[config.mk]
export PLATFORM = sky130hd
export DESIGN_NAME = pox_ctrl
export DESIGN_NICKNAME = d
export VERILOG_FILES = /design/src/hdl/pox_pkg.sv /design/src/hdl/pox_ctrl.sv
export SDC_FILE = /design/constraint.sdc
export NUM_CORES = 1
export LEC_CHECK = 0
export ABC_AREA = 1
export BUFFER_PORTS_ARGS = -buffer_cell sky130_fd_sc_hd__buf_2
export CORE_AREA = 5 5 42 44
export CTS_CLUSTER_SIZE = 8
export DETAILED_ROUTE_END_ITERATION = 10
export DIE_AREA = 0 0 47 49
export GPL_ROUTABILITY_DRIVEN = 0
export PLACE_DENSITY = 0.62
export RECOVER_POWER = 50
export SLEW_MARGIN = 20
export SYNTH_ARGS = -nofsm -noshare
export SYNTH_HDL_FRONTEND = slang
export SYNTH_SLANG_ARGS = --single-unit
[constraint.sdc]
create_clock -name clk -period 2.3 [get_ports clk]
set_input_delay 0.115 -clock clk [delete_from_list [all_inputs] [get_ports clk]]
set_output_delay 0.115 -clock clk [all_outputs]
set_load 0.05 [all_outputs]
[src/hdl/pox_pkg.sv]
// ----------------------------------------------------------------------------
// pox_pkg
// shared types, register codes and constants of the pulse oximeter block
// ----------------------------------------------------------------------------
package pox_pkg;

  localparam int SAMPLE_W = 24;
  localparam int GAP_W    = 20;
  localparam int RATE_W   = 16;
  localparam int PCT_W    = 7;
  localparam int CFG_W    = 24;
  localparam int CFG_IDX_W = 2;
  localparam int MARGIN_W = 10;
  localparam int CAL_W    = 8;
  localparam int SINCE_W  = 32;

  // shared divider sizing
  localparam int DIV_W = 58;
  localparam int QUO_W = 26;
  localparam int KW    = 5;

  localparam logic [KW-1:0] BPM_K = 5'd26;
  localparam logic [KW-1:0] SPO_K = 5'd7;

  localparam logic [31:0] BPM_NUMER = 32'd120000000;
  localparam logic [RATE_W-1:0] RATE_MAX = 16'hFFFF;
  localparam logic [PCT_W-1:0]  PCT_MAX  = 7'd100;

  localparam logic [CFG_IDX_W-1:0] CFG_MIN_GAP = 2'd0;
  localparam logic [CFG_IDX_W-1:0] CFG_MARGIN  = 2'd1;
  localparam logic [CFG_IDX_W-1:0] CFG_OFFSET  = 2'd2;
  localparam logic [CFG_IDX_W-1:0] CFG_SLOPE   = 2'd3;

  localparam logic [23:0]         MIN_GAP_RST = 24'd100000;
  localparam logic [MARGIN_W-1:0] MARGIN_RST  = 10'd10;
  localparam logic [CAL_W-1:0]    OFFSET_RST  = 8'd110;
  localparam logic [CAL_W-1:0]    SLOPE_RST   = 8'd25;

  typedef struct packed {
    logic [SAMPLE_W-1:0] ir_sample;
    logic [SAMPLE_W-1:0] red_sample;
    logic [GAP_W-1:0]    gap_us;
  } pox_in_t;

  typedef struct packed {
    logic [RATE_W-1:0] heart_rate;
    logic [PCT_W-1:0]  oxygen_pct;
    logic              beat_taken;
  } pox_out_t;

  typedef enum logic [2:0] {
    OP_IRDC, OP_REDDC, OP_IRAC, OP_REDAC, OP_BPM, OP_SPO
  } div_op_t;

  typedef enum logic [3:0] {
    ST_IDLE, ST_READ, ST_UPDATE, ST_PREP, ST_EVAL,
    ST_DIV_IRDC, ST_DIV_REDDC, ST_DIV_IRAC, ST_DIV_REDAC, ST_DIV_BPM,
    ST_MUL1, ST_MUL2, ST_SUB, ST_DIV_SPO, ST_DONE
  } state_t;

  typedef struct packed {
    logic    load;
    logic    rd;
    logic    upd;
    logic    prep;
    logic    eval;
    logic    recip;
    logic    div_start;
    logic    capture;
    div_op_t op;
    logic    mul1;
    logic    mul2;
    logic    sub;
    logic    out_load;
  } cmd_t;

  typedef struct packed {
    logic div_done;
    logic beat_go;
    logic spo_skip;
    logic out_free;
  } stat_t;

endpackage

[src/hdl/pox_ctrl.sv]
// ----------------------------------------------------------------------------
// pox_ctrl
// sequencer that steps the datapath through one item
// ----------------------------------------------------------------------------
module pox_ctrl (
  input  logic           clk,
  input  logic           rst,
  input  logic           in_valid,
  output logic           in_stall,
  input  pox_pkg::stat_t stat,
  output pox_pkg::cmd_t  cmd
);

  pox_pkg::state_t state;
  pox_pkg::state_t state_next;
  pox_pkg::state_t after;
  logic            launched;
  logic            launched_next;
  logic            is_div;

  always_ff @(posedge clk) begin
    if (rst) begin
      state    <= pox_pkg::ST_IDLE;
      launched <= 1'b0;
    end else begin
      state    <= state_next;
      launched <= launched_next;
    end
  end

  assign in_stall = (state != pox_pkg::ST_IDLE);

  always_comb begin
    cmd           = '0;
    cmd.op        = pox_pkg::OP_IRDC;
    state_next    = state;
    launched_next = launched;
    is_div        = 1'b0;
    after         = pox_pkg::ST_IDLE;
    case (state)
      pox_pkg::ST_IDLE: begin
        if (in_valid) begin
          cmd.load   = 1'b1;
          state_next = pox_pkg::ST_READ;
        end
      end
      pox_pkg::ST_READ: begin
        cmd.rd     = 1'b1;
        state_next = pox_pkg::ST_UPDATE;
      end
      pox_pkg::ST_UPDATE: begin
        cmd.upd    = 1'b1;
        state_next = pox_pkg::ST_PREP;
      end
      pox_pkg::ST_PREP: begin
        cmd.prep   = 1'b1;
        state_next = pox_pkg::ST_EVAL;
      end
      pox_pkg::ST_EVAL: begin
        cmd.eval   = 1'b1;
        state_next = pox_pkg::ST_DIV_IRDC;
      end
      pox_pkg::ST_DIV_IRDC: begin
        cmd.recip  = 1'b1;
        cmd.op     = pox_pkg::OP_IRDC;
        state_next = pox_pkg::ST_DIV_REDDC;
      end
      pox_pkg::ST_DIV_REDDC: begin
        cmd.recip  = 1'b1;
        cmd.op     = pox_pkg::OP_REDDC;
        state_next = pox_pkg::ST_DIV_IRAC;
      end
      pox_pkg::ST_DIV_IRAC: begin
        cmd.recip  = 1'b1;
        cmd.op     = pox_pkg::OP_IRAC;
        state_next = pox_pkg::ST_DIV_REDAC;
      end
      pox_pkg::ST_DIV_REDAC: begin
        cmd.recip  = 1'b1;
        cmd.op     = pox_pkg::OP_REDAC;
        state_next = stat.beat_go ? pox_pkg::ST_DIV_BPM : pox_pkg::ST_MUL1;
      end
      pox_pkg::ST_DIV_BPM: begin
        is_div = 1'b1;
        cmd.op = pox_pkg::OP_BPM;
        after  = pox_pkg::ST_MUL1;
      end
      pox_pkg::ST_MUL1: begin
        cmd.mul1   = 1'b1;
        state_next = pox_pkg::ST_MUL2;
      end
      pox_pkg::ST_MUL2: begin
        cmd.mul2   = 1'b1;
        state_next = pox_pkg::ST_SUB;
      end
      pox_pkg::ST_SUB: begin
        cmd.sub    = 1'b1;
        state_next = pox_pkg::ST_DIV_SPO;
      end
      pox_pkg::ST_DIV_SPO: begin
        cmd.op = pox_pkg::OP_SPO;
        after  = pox_pkg::ST_DONE;
        if (stat.spo_skip && !launched) state_next = pox_pkg::ST_DONE;
        else is_div = 1'b1;
      end
      pox_pkg::ST_DONE: begin
        if (stat.out_free) begin
          cmd.out_load = 1'b1;
          state_next   = pox_pkg::ST_IDLE;
        end
      end
      default: state_next = pox_pkg::ST_IDLE;
    endcase

    // common launch / wait for the shared divider
    if (is_div) begin
      if (!launched) begin
        cmd.div_start = 1'b1;
        launched_next = 1'b1;
      end else if (stat.div_done) begin
        cmd.capture   = 1'b1;
        launched_next = 1'b0;
        state_next    = after;
      end
    end
  end

  a_start_once: assert property (@(posedge clk) disable iff (rst)
    cmd.div_start |=> !cmd.div_start) else $error("divider launched twice");
  a_accept_idle: assert property (@(posedge clk) disable iff (rst)
    cmd.load |=> state == pox_pkg::ST_READ) else $error("item not started");
  a_capture_launched: assert property (@(posedge clk) disable iff (rst)
    cmd.capture |-> launched) else $error("capture without launch");

endmodule

==> out/qor.json, run 1 <==
{
  "fraction_of_final_layout_cells_sized_beyond_drive_strength_1": {"value": 17.7, "unit": "%"},
  "power_switching": {"value": 0.196, "unit": "mW"},
  "first_pass_iters": {"value": 4},
  "tritoncts": {"value": "yes"},
  "area.growth.synth_to_final": {"value": 34.1, "unit": "%"},
  "antenna_found_initial": {"value": 0},
  "synth.distinct_cells": {"value": 11},
  "min-delay-path-class": {"value": "in -> reg"},
  "yosys_register_bits": {"value": 5},
  "wire_length_of_the_first_global_routing_pass": {"value": 2.10, "unit": "mm"},
  "clock-skew-final": {"value": 0.00162, "unit": "ns"},
  "fin_tns_setup": {"value": 0, "unit": "ns"},
  "ys_top_cells_by_area": {"value": "sky130_fd_sc_hd__dfxtp_1 23%, sky130_fd_sc_hd__nand2_1 20%, sky130_fd_sc_hd__nor2_1 20%"},
  "grt_pass1_vias": {"value": 519},
  "cts_buffers": {"value": 3},
  "netSwitchingFraction": {"value": 48.7, "unit": "%"},
  "finalNetCount": {"value": 121},
  "cts_hold_repair.buffers": {"value": 0},
  "grt_usage": {"value": 12.0, "unit": "%"},
  "cts.repair.resized": {"value": 0},
  "place_ws": {"value": 0.843, "unit": "ns"},
  "max_freq": {"value": 580, "unit": "MHz"},
  "place_area": {"value": 571, "unit": "µm²"},
  "power.internal": {"value": 0.207, "unit": "mW"},
  "detail_route.iter0.violations": {"value": 21},
  "clkLatencyLatePin": {"value": 0.24, "unit": "ns"},
  "finalWorstSetupSlack": {"value": 0.576, "unit": "ns"},
  "hpwlAfterDp": {"value": 1.06, "unit": "mm"},
  "synth-seq-area-share": {"value": 22.7, "unit": "%"},
  "vdd_ir_drop_max": {"value": 0.381, "unit": "mV"},
  "timing.critical_path.arrival": {"value": 1.61, "unit": "ns"},
  "min_period_over_period": {"value": 75.0, "unit": "%"},
  "timing.final.max_slew_violations": {"value": 0},
  "outcome": {"value": "completed"},
  "synthesis.area_per_instance": {"value": 5.06, "unit": "µm²"},
  "power.share.sequential": {"value": 26.3, "unit": "%"},
  "floorplan.die.height": {"value": 49, "unit": "µm"},
  "finalCriticalPeriod": {"value": 1.72, "unit": "ns"},
  "static-leakage-power": {"value": 0.365, "unit": "nW"},
  "syn-cell-area": {"value": 440, "unit": "µm²"},
  "boundaryPins": {"value": 23},
  "clkSlewWorstSetupHoldPaths": {"value": 0.04, "unit": "ns"},
  "avgRoutedWirePerCell": {"value": 9.71, "unit": "µm"},
  "synth.largest_area_cell": {"value": "sky130_fd_sc_hd__dfxtp_1"},
  "grt.overflow.total": {"value": 0},
  "pwr-share-comb": {"value": 48.8, "unit": "%"},
  "final_cell_area": {"value": 591, "unit": "µm²"},
  "maximum_fanout_count_along_the_critical_path": {"value": 7},
  "postSynthCellCount": {"value": 87},
  "largest_net_degree_at_the_start_of_global_routing": {"value": 9},
  "cts_buffer_depth": {"value": 2},
  "fillerInstances": {"value": 163},
  "timing.critical_path.to_type": {"value": "output pin"},
  "path_class": {"value": "reg -> out"},
  "syn-num-nets": {"value": 94},
  "timing.slew.headroom": {"value": 60.1, "unit": "%"},
  "grt_setup_unrepaired": {"value": "no"},
  "yosys_warnings": {"value": 0},
  "die_x": {"value": 47, "unit": "µm"},
  "max_cap_viol_count": {"value": 0},
  "holdPathStages": {"value": 2},
  "die_outline_area": {"value": 0.00230, "unit": "mm²"},
  "clockRootBuffer": {"value": "sky130_fd_sc_hd__clkbuf_4"},
  "routed_via_density": {"value": 4.80},
  "timing_worst_slew_pin_value": {"value": 0.601, "unit": "ns"},
  "floorplan.core_area": {"value": 0.00140, "unit": "mm²"},
  "worstSetupStartpointType": {"value": "register"},
  "ant_nets": {"value": 0},
  "power_density": {"value": 682, "unit": "mW/mm²"},
  "cts_setup_buffers": {"value": 0},
  "num_vias": {"value": 619},
  "route.detailed.drc": {"value": 0},
  "finalWirelength": {"value": 1.25, "unit": "mm"},
  "diodes": {"value": 0},
  "crit_required": {"value": 2.18, "unit": "ns"},
  "p_clk_share": {"value": 24.9, "unit": "%"},
  "count_of_endpoints_failing_hold_in_the_final_timing_report": {"value": 0},
  "start_util": {"value": 31.4, "unit": "%"},
  "rows": {"value": 14},
  "worstRegToRegCells": {"value": 7},
  "tritoncts_num_sinks": {"value": 5},
  "cts_max_level": {"value": 1},
  "report.final.setup_viol": {"value": 0},
  "portBuffers": {"value": 22},
  "post-synth-top-area-fraction": {"value": 22.7, "unit": "%"}
}
## metal layers
layer | global-route usage, % | wire [µm] | vias up
li1 | - | - | 322
met1 | 15.2 | 552 | 272
met2 | 19.2 | 594 | 23
met3 | 1.11 | 90 | 2
met4 | 5.99 | 15 | 0
met5 | 0 | 0 | -
## final timing paths
check / start / end / slack (ns)
worst max register to register: state[0]$_SDFF_PP0_ / state[2]$_SDFF_PP0_ / 1.05
worst min register to register: launched$_SDFFE_PP0P_ / launched$_SDFFE_PP0P_ / 0.54
worst min-delay path: rst / state[1]$_SDFF_PP0_ / 0.09
worst max-delay path: state[3]$_SDFF_PP0_ / cmd[8] / 0.58
## critical path, cell delays in order (launching register included)
cell and delay (ns):
sky130_fd_sc_hd__dfxtp_1 0.43, sky130_fd_sc_hd__nand2_1 0.16, sky130_fd_sc_hd__inv_1 0.12, sky130_fd_sc_hd__nand2_1 0.11, sky130_fd_sc_hd__o22ai_1 0.15, sky130_fd_sc_hd__inv_1 0.06, sky130_fd_sc_hd__nor2_1 0.08, sky130_fd_sc_hd__buf_2 0.26
## flip-flops by register name (all words and copies together) (netlist names)
| signal | cells |
|---|---|
| launched | 1 |
| state | 4 |
## through the flow
| stage | total power [mW] | util [%] | std cells | hold slack (ns) |
|---|---|---|---|---|
| after floorplan | 0.259 | - | 87 | 0.184 |
| after global placement | 0.307 | 40.7 | 125 | 0.328 |
| after detailed placement | 0.304 | 40.7 | 125 | 0.338 |
| after CTS | 0.409 | 42.6 | 129 | 0.0795 |
| after global routing | 0.434 | 42.1 | 129 | 0.0955 |
| final | 0.402 | 42.1 | 129 | 0.0875 |
## layout by cell type, fill, tap and decap left out
master	netlist	final
sky130_fd_sc_hd__nor3_1	2	2
sky130_fd_sc_hd__nand3_1	6	6
sky130_fd_sc_hd__a21oi_1	5	5
sky130_fd_sc_hd__clkbuf_4	0	3
sky130_fd_sc_hd__o21ai_0	2	2
sky130_fd_sc_hd__dfxtp_1	5	5
sky130_fd_sc_hd__clkbuf_1	0	6
sky130_fd_sc_hd__nand2_1	23	23
sky130_fd_sc_hd__nor2_1	23	23
sky130_fd_sc_hd__inv_1	17	17
sky130_fd_sc_hd__nand3b_1	1	1
sky130_fd_sc_hd__o311ai_1	0	1
sky130_fd_sc_hd__o22ai_1	2	2
sky130_fd_sc_hd__buf_2	0	17
## cell families after synthesis
group / Yosys count / synth area share (%)
simple gates: 55 / 50.0
buf+inv: 17 / 14.5
flops: 5 / 22.7
compound gates: 10 / 12.8
## power by group through the flow
stage | clock network, mW | registers [mW] | logic [mW]
global route | 0.108 | 0.107 | 0.219
floorplan | 0 | 0.105 | 0.155
finish | 0.100 | 0.106 | 0.196
global placement | 0 | 0.107 | 0.200
CTS | 0.105 | 0.106 | 0.198
detailed placement | 0 | 0.107 | 0.197
## cell type report
| class | instances | area [µm²] | area share, % |
|---|---|---|---|
| Multi-Input combinational cell | 65 | 277 | 46.8 |
| Timing Repair Buffer | 22 | 104 | 17.6 |
| Sequential cell | 5 | 100 | 16.9 |
| Inverter | 17 | 63.8 | 10.8 |
| Clock buffer | 4 | 26.3 | 4.45 |
| Tap cell | 16 | 20.0 | 3.39 |
## synth_stat cells
library cell	n
sky130_fd_sc_hd__a21oi_1	5
sky130_fd_sc_hd__dfxtp_1	5
sky130_fd_sc_hd__inv_1	17
sky130_fd_sc_hd__nand2_1	23
sky130_fd_sc_hd__nand3_1	6
sky130_fd_sc_hd__nand3b_1	1
sky130_fd_sc_hd__nor2_1	23
sky130_fd_sc_hd__nor3_1	2
sky130_fd_sc_hd__o21ai_0	2
sky130_fd_sc_hd__o22ai_1	2
sky130_fd_sc_hd__o311ai_0	1
Power figures use the tool's default switching activity.
==> run 2, diff against run 1 <==
clock period = 1.6 ns   (was 2.3 ns; I/O delays follow)
==> run 2 against run 1 <==
  * Cell count grew 0.78%
  * Sequential power grew 45%
  * Setup slack lost 0.50 ns
  * Final area grew 13%
  * Via count shrank 3.6%
  * Flip-flop and latch count is the same
  * Critical path depth shrank 1
  * Die area is the same
  * Register-to-register slack lost 0.71 ns
  * Sequential share of layout area shrank 0.94 points
  * Critical path type unchanged
  * Largest power group unchanged
==> out/qor.json, run 2 (same netlist as run 1, synthesis figures left out) <==
{
  "fraction_of_final_layout_cells_sized_beyond_drive_strength_1": {"value": 34.2, "unit": "%", "change": "was 17.7%"},
  "hold_ws": {"value": 0.0388, "unit": "ns", "change": "was 0.0875 ns"},
  "max_freq": {"value": 655, "unit": "MHz"},
  "cts_buffers": {"value": 3, "change": "unchanged"},
  "static-leakage-power": {"value": 0.384, "unit": "nW", "change": "was 0.365 nW"},
  "num_vias": {"value": 597, "change": "was 619"},
  "vdd_ir_drop_max": {"value": 0.555, "unit": "mV", "change": "was 0.381 mV"},
  "floorplan.core_area": {"value": 0.00140, "unit": "mm²", "change": "unchanged"},
  "wire_length_of_the_first_global_routing_pass": {"value": 2.39, "unit": "mm", "change": "was 2.10 mm"},
  "die_outline_area": {"value": 0.00230, "unit": "mm²", "change": "unchanged"},
  "hpwlAfterDp": {"value": 1.11, "unit": "mm", "change": "was 1.06 mm"},
  "tritoncts_num_sinks": {"value": 5, "change": "unchanged"},
  "clock-skew-final": {"value": 0.00568, "unit": "ns", "change": "was 0.00162 ns"},
  "min_period_over_period": {"value": 95.4, "unit": "%"},
  "crit_required": {"value": 1.52, "unit": "ns", "change": "was 2.18 ns"},
  "crit_path_max_incr_delay": {"value": 0.40, "unit": "ns", "change": "was 0.43 ns"},
  "largest_register_ff_count": {"value": 4, "change": "unchanged"},
  "clkSlewWorstSetupHoldPaths": {"value": 0.05, "unit": "ns", "change": "was 0.04 ns"},
  "outcome": {"value": "completed", "change": "unchanged"},
  "diodes": {"value": 0, "change": "unchanged"},
  "timing.critical_path.to_type": {"value": "output pin", "change": "unchanged"},
  "timing.slew.headroom": {"value": 79.4, "unit": "%", "change": "was 60.1%"},
  "antenna_found_initial": {"value": 0, "change": "unchanged"},
  "path_class": {"value": "reg -> out", "change": "unchanged"},
  "worstSetupStartpointType": {"value": "register", "change": "unchanged"},
  "layout_common_cells": {"value": "21 x sky130_fd_sc_hd__nand2_1, 20 x sky130_fd_sc_hd__nor2_1, 15 x sky130_fd_sc_hd__inv_1, 15 x sky130_fd_sc_hd__buf_2", "change": "was 23 x sky130_fd_sc_hd__nand2_1, 23 x sky130_fd_sc_hd__nor2_1, 17 x sky130_fd_sc_hd__inv_1, 17 x sky130_fd_sc_hd__buf_2"},
  "detail_route.iter0.violations": {"value": 9, "change": "was 21"},
  "start_util": {"value": 31.4, "unit": "%", "change": "unchanged"},
  "grt_pass1_vias": {"value": 549, "change": "was 519"},
  "ant_nets": {"value": 0, "change": "unchanged"},
  "critical_path.cell_chain": {"value": "inv_1 -> nand2_1 -> nor2_4 -> nand3_1 -> clkinvlp_4 -> clkbuf_4", "change": "was nand2_1 -> inv_1 -> nand2_1 -> o22ai_1 -> inv_1 -> nor2_1 -> buf_2"},
  "route.detailed.drc": {"value": 0, "change": "unchanged"},
  "timing.critical_path.arrival": {"value": 1.45, "unit": "ns", "change": "was 1.61 ns"},
  "floorplan.die.height": {"value": 49, "unit": "µm", "change": "unchanged"},
  "timing_worst_slew_pin_value": {"value": 0.309, "unit": "ns", "change": "was 0.601 ns"},
  "maximum_fanout_count_along_the_critical_path": {"value": 5, "change": "was 7"},
  "min-delay-path-class": {"value": "in -> reg", "change": "unchanged"},
  "boundaryPins": {"value": 23, "change": "unchanged"},
  "portBuffers": {"value": 22, "change": "unchanged"},
  "most_common_cell_after_layout_fill_and_taps_aside": {"value": "sky130_fd_sc_hd__nand2_1"},
  "largest_registers": {"value": "state: 4 flops, launched: 1 flops", "change": "unchanged"},
  "avgRoutedWirePerCell": {"value": 10.2, "unit": "µm", "change": "was 9.71 µm"},
  "cts_buffer_depth": {"value": 2, "change": "unchanged"},
  "timing.final.max_slew_violations": {"value": 0, "change": "unchanged"},
  "crit_buf_inv": {"value": 3, "change": "unchanged"},
  "grt_setup_unrepaired": {"value": "yes", "change": "was no"},
  "count_of_endpoints_failing_hold_in_the_final_timing_report": {"value": 0, "change": "unchanged"},
  "routed_via_density": {"value": 4.59, "change": "was 4.80"},
  "largest_net_degree_at_the_start_of_global_routing": {"value": 9, "change": "unchanged"},
  "grt_usage": {"value": 13.8, "unit": "%", "change": "was 12.0%"},
  "path_delay_family": {"value": "buffers and inverters", "change": "unchanged"},
  "max_cap_viol_count": {"value": 0, "change": "unchanged"},
  "cts_setup_buffers": {"value": 0, "change": "unchanged"},
  "place_ws": {"value": 0.205, "unit": "ns", "change": "was 0.843 ns"},
  "area.growth.synth_to_final": {"value": 50.9, "unit": "%", "change": "was 34.1%"},
  "clkLatencyLatePin": {"value": 0.24, "unit": "ns", "change": "about the same"},
  "clockRootBuffer": {"value": "sky130_fd_sc_hd__clkbuf_4", "change": "unchanged"},
  "tritoncts": {"value": "yes", "change": "unchanged"},
  "power_density": {"value": 902, "unit": "mW/mm²", "change": "was 682 mW/mm²"},
  "cts_hold_repair.buffers": {"value": 0, "change": "unchanged"},
  "rows": {"value": 14, "change": "unchanged"},
  "registers.top_by_ff_count": {"value": "state", "change": "unchanged"},
  "total_power": {"value": 0.599, "unit": "mW", "change": "was 0.402 mW"},
  "finalWorstSetupSlack": {"value": 0.0736, "unit": "ns", "change": "was 0.576 ns"},
  "cp_slowest_cell": {"value": "sky130_fd_sc_hd__dfxtp_1", "change": "unchanged"},
  "finalWirelength": {"value": 1.32, "unit": "mm", "change": "was 1.25 mm"},
  "finalNetCount": {"value": 122, "change": "was 121"},
  "cts_max_level": {"value": 1, "change": "unchanged"},
  "grt.overflow.total": {"value": 0, "change": "unchanged"},
  "die_x": {"value": 47, "unit": "µm", "change": "unchanged"},
  "fin_util": {"value": 47.4, "unit": "%", "change": "was 42.1%"},
  "first_pass_iters": {"value": 4, "change": "unchanged"},
  "report.final.setup_viol": {"value": 0, "change": "unchanged"},
  "fillerInstances": {"value": 164, "change": "was 163"},
  "finalCriticalPeriod": {"value": 1.53, "unit": "ns"}
}
==> run 2: worst paths after layout <==
path | slack [ns] | depth (start not counted) | end | start
worst min-delay path | 0.04 | 2 | state[3]$_SDFF_PP0_ | rst
worst min register to register | 0.53 | 2 | launched$_SDFFE_PP0P_ | launched$_SDFFE_PP0P_
worst max-delay path | 0.07 | 6 | cmd[7] | state[1]$_SDFF_PP0_
worst max register to register | 0.34 | 7 | state[2]$_SDFF_PP0_ | state[0]$_SDFF_PP0_
==> run 2: layout make-up <==
type | count | area, µm² | share of cell area, %
clock buffer | 4 | 26.3 | 3.95
inverter | 17 | 67.6 | 10.2
multi-input combinational | 65 | 313 | 47.1
sequential | 5 | 106 | 16.0
tap | 16 | 20.0 | 3.01
timing repair buffer | 23 | 131 | 19.8
==> run 2: metal layers <==
layer  vias up  global-route usage (%)  wire length, µm
met5         -                       0                0
met4         0                    5.53                0
li1        324                       -                -
met2        13                    19.5              672
met1       260                    19.9              585
met3         0                    2.58               66
==> run 2: timing repair <==
action                                  4_1_cts  5_1_grt
endpoints found under the hold margin         0        0
gates resized for setup                       2       12
endpoints found under the setup margin        1        6
gates cloned                                  0        0
==> run 2: per-stage QoR <==
step | cell area [µm²] | TNS [ns] | instances
finish | 664 | 0 | 130
global route | 664 | -0.0333 | 130
CTS | 634 | 0 | 130
detailed placement | 604 | 0 | 126
global placement | 604 | 0 | 126
floorplan | 467 | -0.106 | 87
==> run 2: where the power goes <==
group	total [mW]	leakage (nW)	internal [mW]	switching, mW
clock	0.143	0.0150	0.0941	0.0491
sequential	0.154	0.0423	0.138	0.0160
combinational	0.302	0.327	0.0713	0.231
==> run 3, diff against run 2 <==
REMOVE_ABC_BUFFERS = 1   (was default)
==> run 3 against run 2 <==
  * Global-route usage shrank 1.9 points
  * Clock skew shrank 0.0037 ns
  * Worst hold slack gained 0.0055 ns
  * First-iteration DRC count grew to 3.0 times the previous value
  * Count of clock-buffer cells in the layout is the same
  * Die area is the same
  * Combinational power is essentially flat
  * Clock power is essentially flat
  * Cell count grew 0.77%
  * Register-to-register slack lost 0.07 ns
  * Critical path type unchanged
  * Critical endpoint is now cmd[4]
==> out/qor.json, run 3 (same netlist as run 1, synthesis figures left out) <==
{
  "outcome": {"value": "completed", "change": "unchanged"},
  "clkLatencyLatePin": {"value": 0.24, "unit": "ns", "change": "about the same"},
  "max_freq": {"value": 655, "unit": "MHz", "change": "about the same"},
  "diodes": {"value": 0, "change": "unchanged"},
  "grt_pass1_vias": {"value": 531, "change": "was 549"},
  "floorplan.die.height": {"value": 49, "unit": "µm", "change": "unchanged"},
  "report.final.setup_viol": {"value": 0, "change": "unchanged"},
  "num_vias": {"value": 639, "change": "was 597"},
  "largest_net_degree_at_the_start_of_global_routing": {"value": 8, "change": "was 9"},
  "timing.critical_path.arrival": {"value": 1.45, "unit": "ns", "change": "about the same"},
  "die_x": {"value": 47, "unit": "µm", "change": "unchanged"},
  "grt_usage": {"value": 11.9, "unit": "%", "change": "was 13.8%"},
  "worstSetupStartpointType": {"value": "register", "change": "unchanged"},
  "dp.cells": {"value": 127, "change": "was 126"},
  "hold_start": {"value": "rst", "change": "unchanged"},
  "max_cap_viol_count": {"value": 0, "change": "unchanged"},
  "clockRootBuffer": {"value": "sky130_fd_sc_hd__clkbuf_4", "change": "unchanged"},
  "count_of_endpoints_failing_hold_in_the_final_timing_report": {"value": 0, "change": "unchanged"},
  "tritoncts_num_sinks": {"value": 5, "change": "unchanged"},
  "wire_length_of_the_first_global_routing_pass": {"value": 2.01, "unit": "mm", "change": "was 2.39 mm"},
  "reg2reg_launch_point": {"value": "state[0]$_SDFF_PP0_", "change": "unchanged"},
  "tritoncts": {"value": "yes", "change": "unchanged"},
  "min_to": {"value": "state[3]$_SDFF_PP0_", "change": "unchanged"},
  "area.growth.synth_to_final": {"value": 42.9, "unit": "%", "change": "was 50.9%"},
  "first_pass_iters": {"value": 5, "change": "was 4"},
  "cts_buffers": {"value": 3, "change": "unchanged"},
  "fin_tns_setup": {"value": 0, "unit": "ns", "change": "unchanged"},
  "crit_required": {"value": 1.52, "unit": "ns", "change": "about the same"},
  "finalNetCount": {"value": 123, "change": "was 122"},
  "timing.final.max_slew_violations": {"value": 0, "change": "unchanged"},
  "antenna_found_initial": {"value": 0, "change": "unchanged"},
  "vdd_ir_drop_max": {"value": 0.392, "unit": "mV", "change": "was 0.555 mV"},
  "detail_route.iter0.violations": {"value": 27, "change": "was 9"},
  "finalCriticalPeriod": {"value": 1.53, "unit": "ns", "change": "about the same"},
  "layout_common_cells": {"value": "22 x sky130_fd_sc_hd__nor2_1, 21 x sky130_fd_sc_hd__nand2_1, 17 x sky130_fd_sc_hd__inv_1, 17 x sky130_fd_sc_hd__buf_2, 6 x sky130_fd_sc_hd__nand3_1", "change": "was 21 x sky130_fd_sc_hd__nand2_1, 20 x sky130_fd_sc_hd__nor2_1, 15 x sky130_fd_sc_hd__inv_1, 15 x sky130_fd_sc_hd__buf_2"},
  "start_util": {"value": 31.4, "unit": "%", "change": "unchanged"},
  "clkSlewWorstSetupHoldPaths": {"value": 0.04, "unit": "ns", "change": "was 0.05 ns"},
  "largest_register_ff_count": {"value": 4, "change": "unchanged"},
  "reg2reg_slack": {"value": 0.27, "unit": "ns", "change": "was 0.34 ns"},
  "cts_max_level": {"value": 1, "change": "unchanged"},
  "layoutNonFillerInstCount": {"value": 131, "change": "was 130"},
  "boundaryPins": {"value": 23, "change": "unchanged"},
  "min-delay-path-class": {"value": "in -> reg", "change": "unchanged"},
  "fillerInstances": {"value": 171, "change": "was 164"},
  "worstRegToRegCells": {"value": 8, "change": "was 7"},
  "total_power": {"value": 0.600, "unit": "mW", "change": "was 0.599 mW"},
  "cts_hold_repair.buffers": {"value": 0, "change": "unchanged"},
  "static-leakage-power": {"value": 0.393, "unit": "nW", "change": "was 0.384 nW"},
  "worst_r2r_endpoint": {"value": "state[2]$_SDFF_PP0_", "change": "unchanged"},
  "clock-skew-final": {"value": 0.00199, "unit": "ns", "change": "was 0.00568 ns"},
  "grt.overflow.total": {"value": 0, "change": "unchanged"},
  "timing_worst_slew_pin_value": {"value": 0.390, "unit": "ns", "change": "was 0.309 ns"},
  "timing.critical_path.to_type": {"value": "output pin", "change": "unchanged"},
  "ant_nets": {"value": 0, "change": "unchanged"},
  "registers.top_by_ff_count": {"value": "state", "change": "unchanged"},
  "largest_registers": {"value": "state: 4 flops, launched: 1 flops", "change": "unchanged"},
  "fraction_of_final_layout_cells_sized_beyond_drive_strength_1": {"value": 27.8, "unit": "%", "change": "was 34.2%"},
  "cts_setup_buffers": {"value": 0, "change": "unchanged"},
  "cts_buffer_depth": {"value": 2, "change": "unchanged"},
  "path_class": {"value": "reg -> out", "change": "unchanged"},
  "holdPathStages": {"value": 2, "change": "unchanged"},
  "finalWirelength": {"value": 1.36, "unit": "mm", "change": "was 1.32 mm"},
  "place_ws": {"value": 0.180, "unit": "ns", "change": "was 0.205 ns"},
  "maximum_fanout_count_along_the_critical_path": {"value": 7, "change": "was 5"},
  "power_density": {"value": 953, "unit": "mW/mm²", "change": "was 902 mW/mm²"},
  "portBuffers": {"value": 22, "change": "unchanged"},
  "routed_via_density": {"value": 4.88, "change": "was 4.59"},
  "die_outline_area": {"value": 0.00230, "unit": "mm²", "change": "unchanged"},
  "most_common_cell_after_layout_fill_and_taps_aside": {"value": "sky130_fd_sc_hd__nor2_1", "change": "was sky130_fd_sc_hd__nand2_1"},
  "avgRoutedWirePerCell": {"value": 10.4, "unit": "µm", "change": "was 10.2 µm"},
  "hpwlAfterDp": {"value": 1.10, "unit": "mm", "change": "was 1.11 mm"},
  "min_period_over_period": {"value": 95.4, "unit": "%", "change": "about the same"},
  "floorplan.core_area": {"value": 0.00140, "unit": "mm²", "change": "unchanged"},
  "finalWorstSetupSlack": {"value": 0.0743, "unit": "ns", "change": "was 0.0736 ns"},
  "timing.slew.headroom": {"value": 73.6, "unit": "%", "change": "was 79.4%"},
  "rows": {"value": 14, "change": "unchanged"},
  "route.detailed.drc": {"value": 0, "change": "unchanged"}
}
## run 3: changes by cell type in the layout (fill, tap and decap cells not counted), moves of 2 or more
cell | previous run | this run
sky130_fd_sc_hd__nor2_1 | 20 | 22
sky130_fd_sc_hd__buf_4 | 1 | 3
sky130_fd_sc_hd__buf_2 | 15 | 17
sky130_fd_sc_hd__inv_1 | 15 | 17
sky130_fd_sc_hd__clkbuf_4 | 6 | 3
## run 3: stage by stage
stage,hold slack (ns),util [%],area [µm²]
floorplan,0.149,-,440
global placement,0.303,41.8,586
detailed placement,0.306,41.8,586
CTS,0.0409,43.9,616
global route,0.0510,44.9,629
finish,0.0443,44.9,629
## run 3: where the power goes
part	switching, mW	internal [mW]	leakage (nW)
sequential	0.0145	0.138	0.0417
combinational	0.224	0.0780	0.337
clock	0.0503	0.0942	0.0150
## run 3: how the worst max path moves through the flow
stage,from,to,slack (ns),cells after the start
after floorplan,state[0]$_SDFF_PP0_,cmd[4],-0.85,3
after global placement,state[3]$_SDFF_PP0_,cmd[8],0.24,7
after detailed placement,state[3]$_SDFF_PP0_,cmd[8],0.18,7
after CTS,state[2]$_SDFF_PP0_,cmd[8],0.02,7
after global routing,state[3]$_SDFF_PP0_,cmd[8],-0.02,7
final,state[3]$_SDFF_PP0_,cmd[4],0.07,5
## run 3: worst max-delay path, cell delays in order (launching register included)
cell,delay [ns]
sky130_fd_sc_hd__dfxtp_2,0.39
sky130_fd_sc_hd__inv_1,0.08
sky130_fd_sc_hd__nor2_1,0.17
sky130_fd_sc_hd__nand2_1,0.13
sky130_fd_sc_hd__o311ai_0,0.15
sky130_fd_sc_hd__buf_4,0.28
## run 3: metal layers
metal  vias up  GRT usage (%)  wire length (µm)
met5         -              0                 0
met4         0           10.1                67
met3         9           1.11               132
met2        34           17.4               586
met1       272           14.7               573
li1        324              -                 -
## run 3: repair_timing
action	CTS	global route
hold endpoints to repair	0	0
setup endpoints to repair	2	2
resized for setup	2	7
gates cloned	0	0
## run 3: layout make-up
cell class / instances / area (µm²) / share of cell area [%]
multi-input combinational: 65 / 290 / 46.1
timing repair buffer: 24 / 126 / 20.1
sequential: 5 / 103 / 16.3
inverter: 17 / 63.8 / 10.1
clock buffer: 4 / 26.3 / 4.17
tap: 16 / 20.0 / 3.18
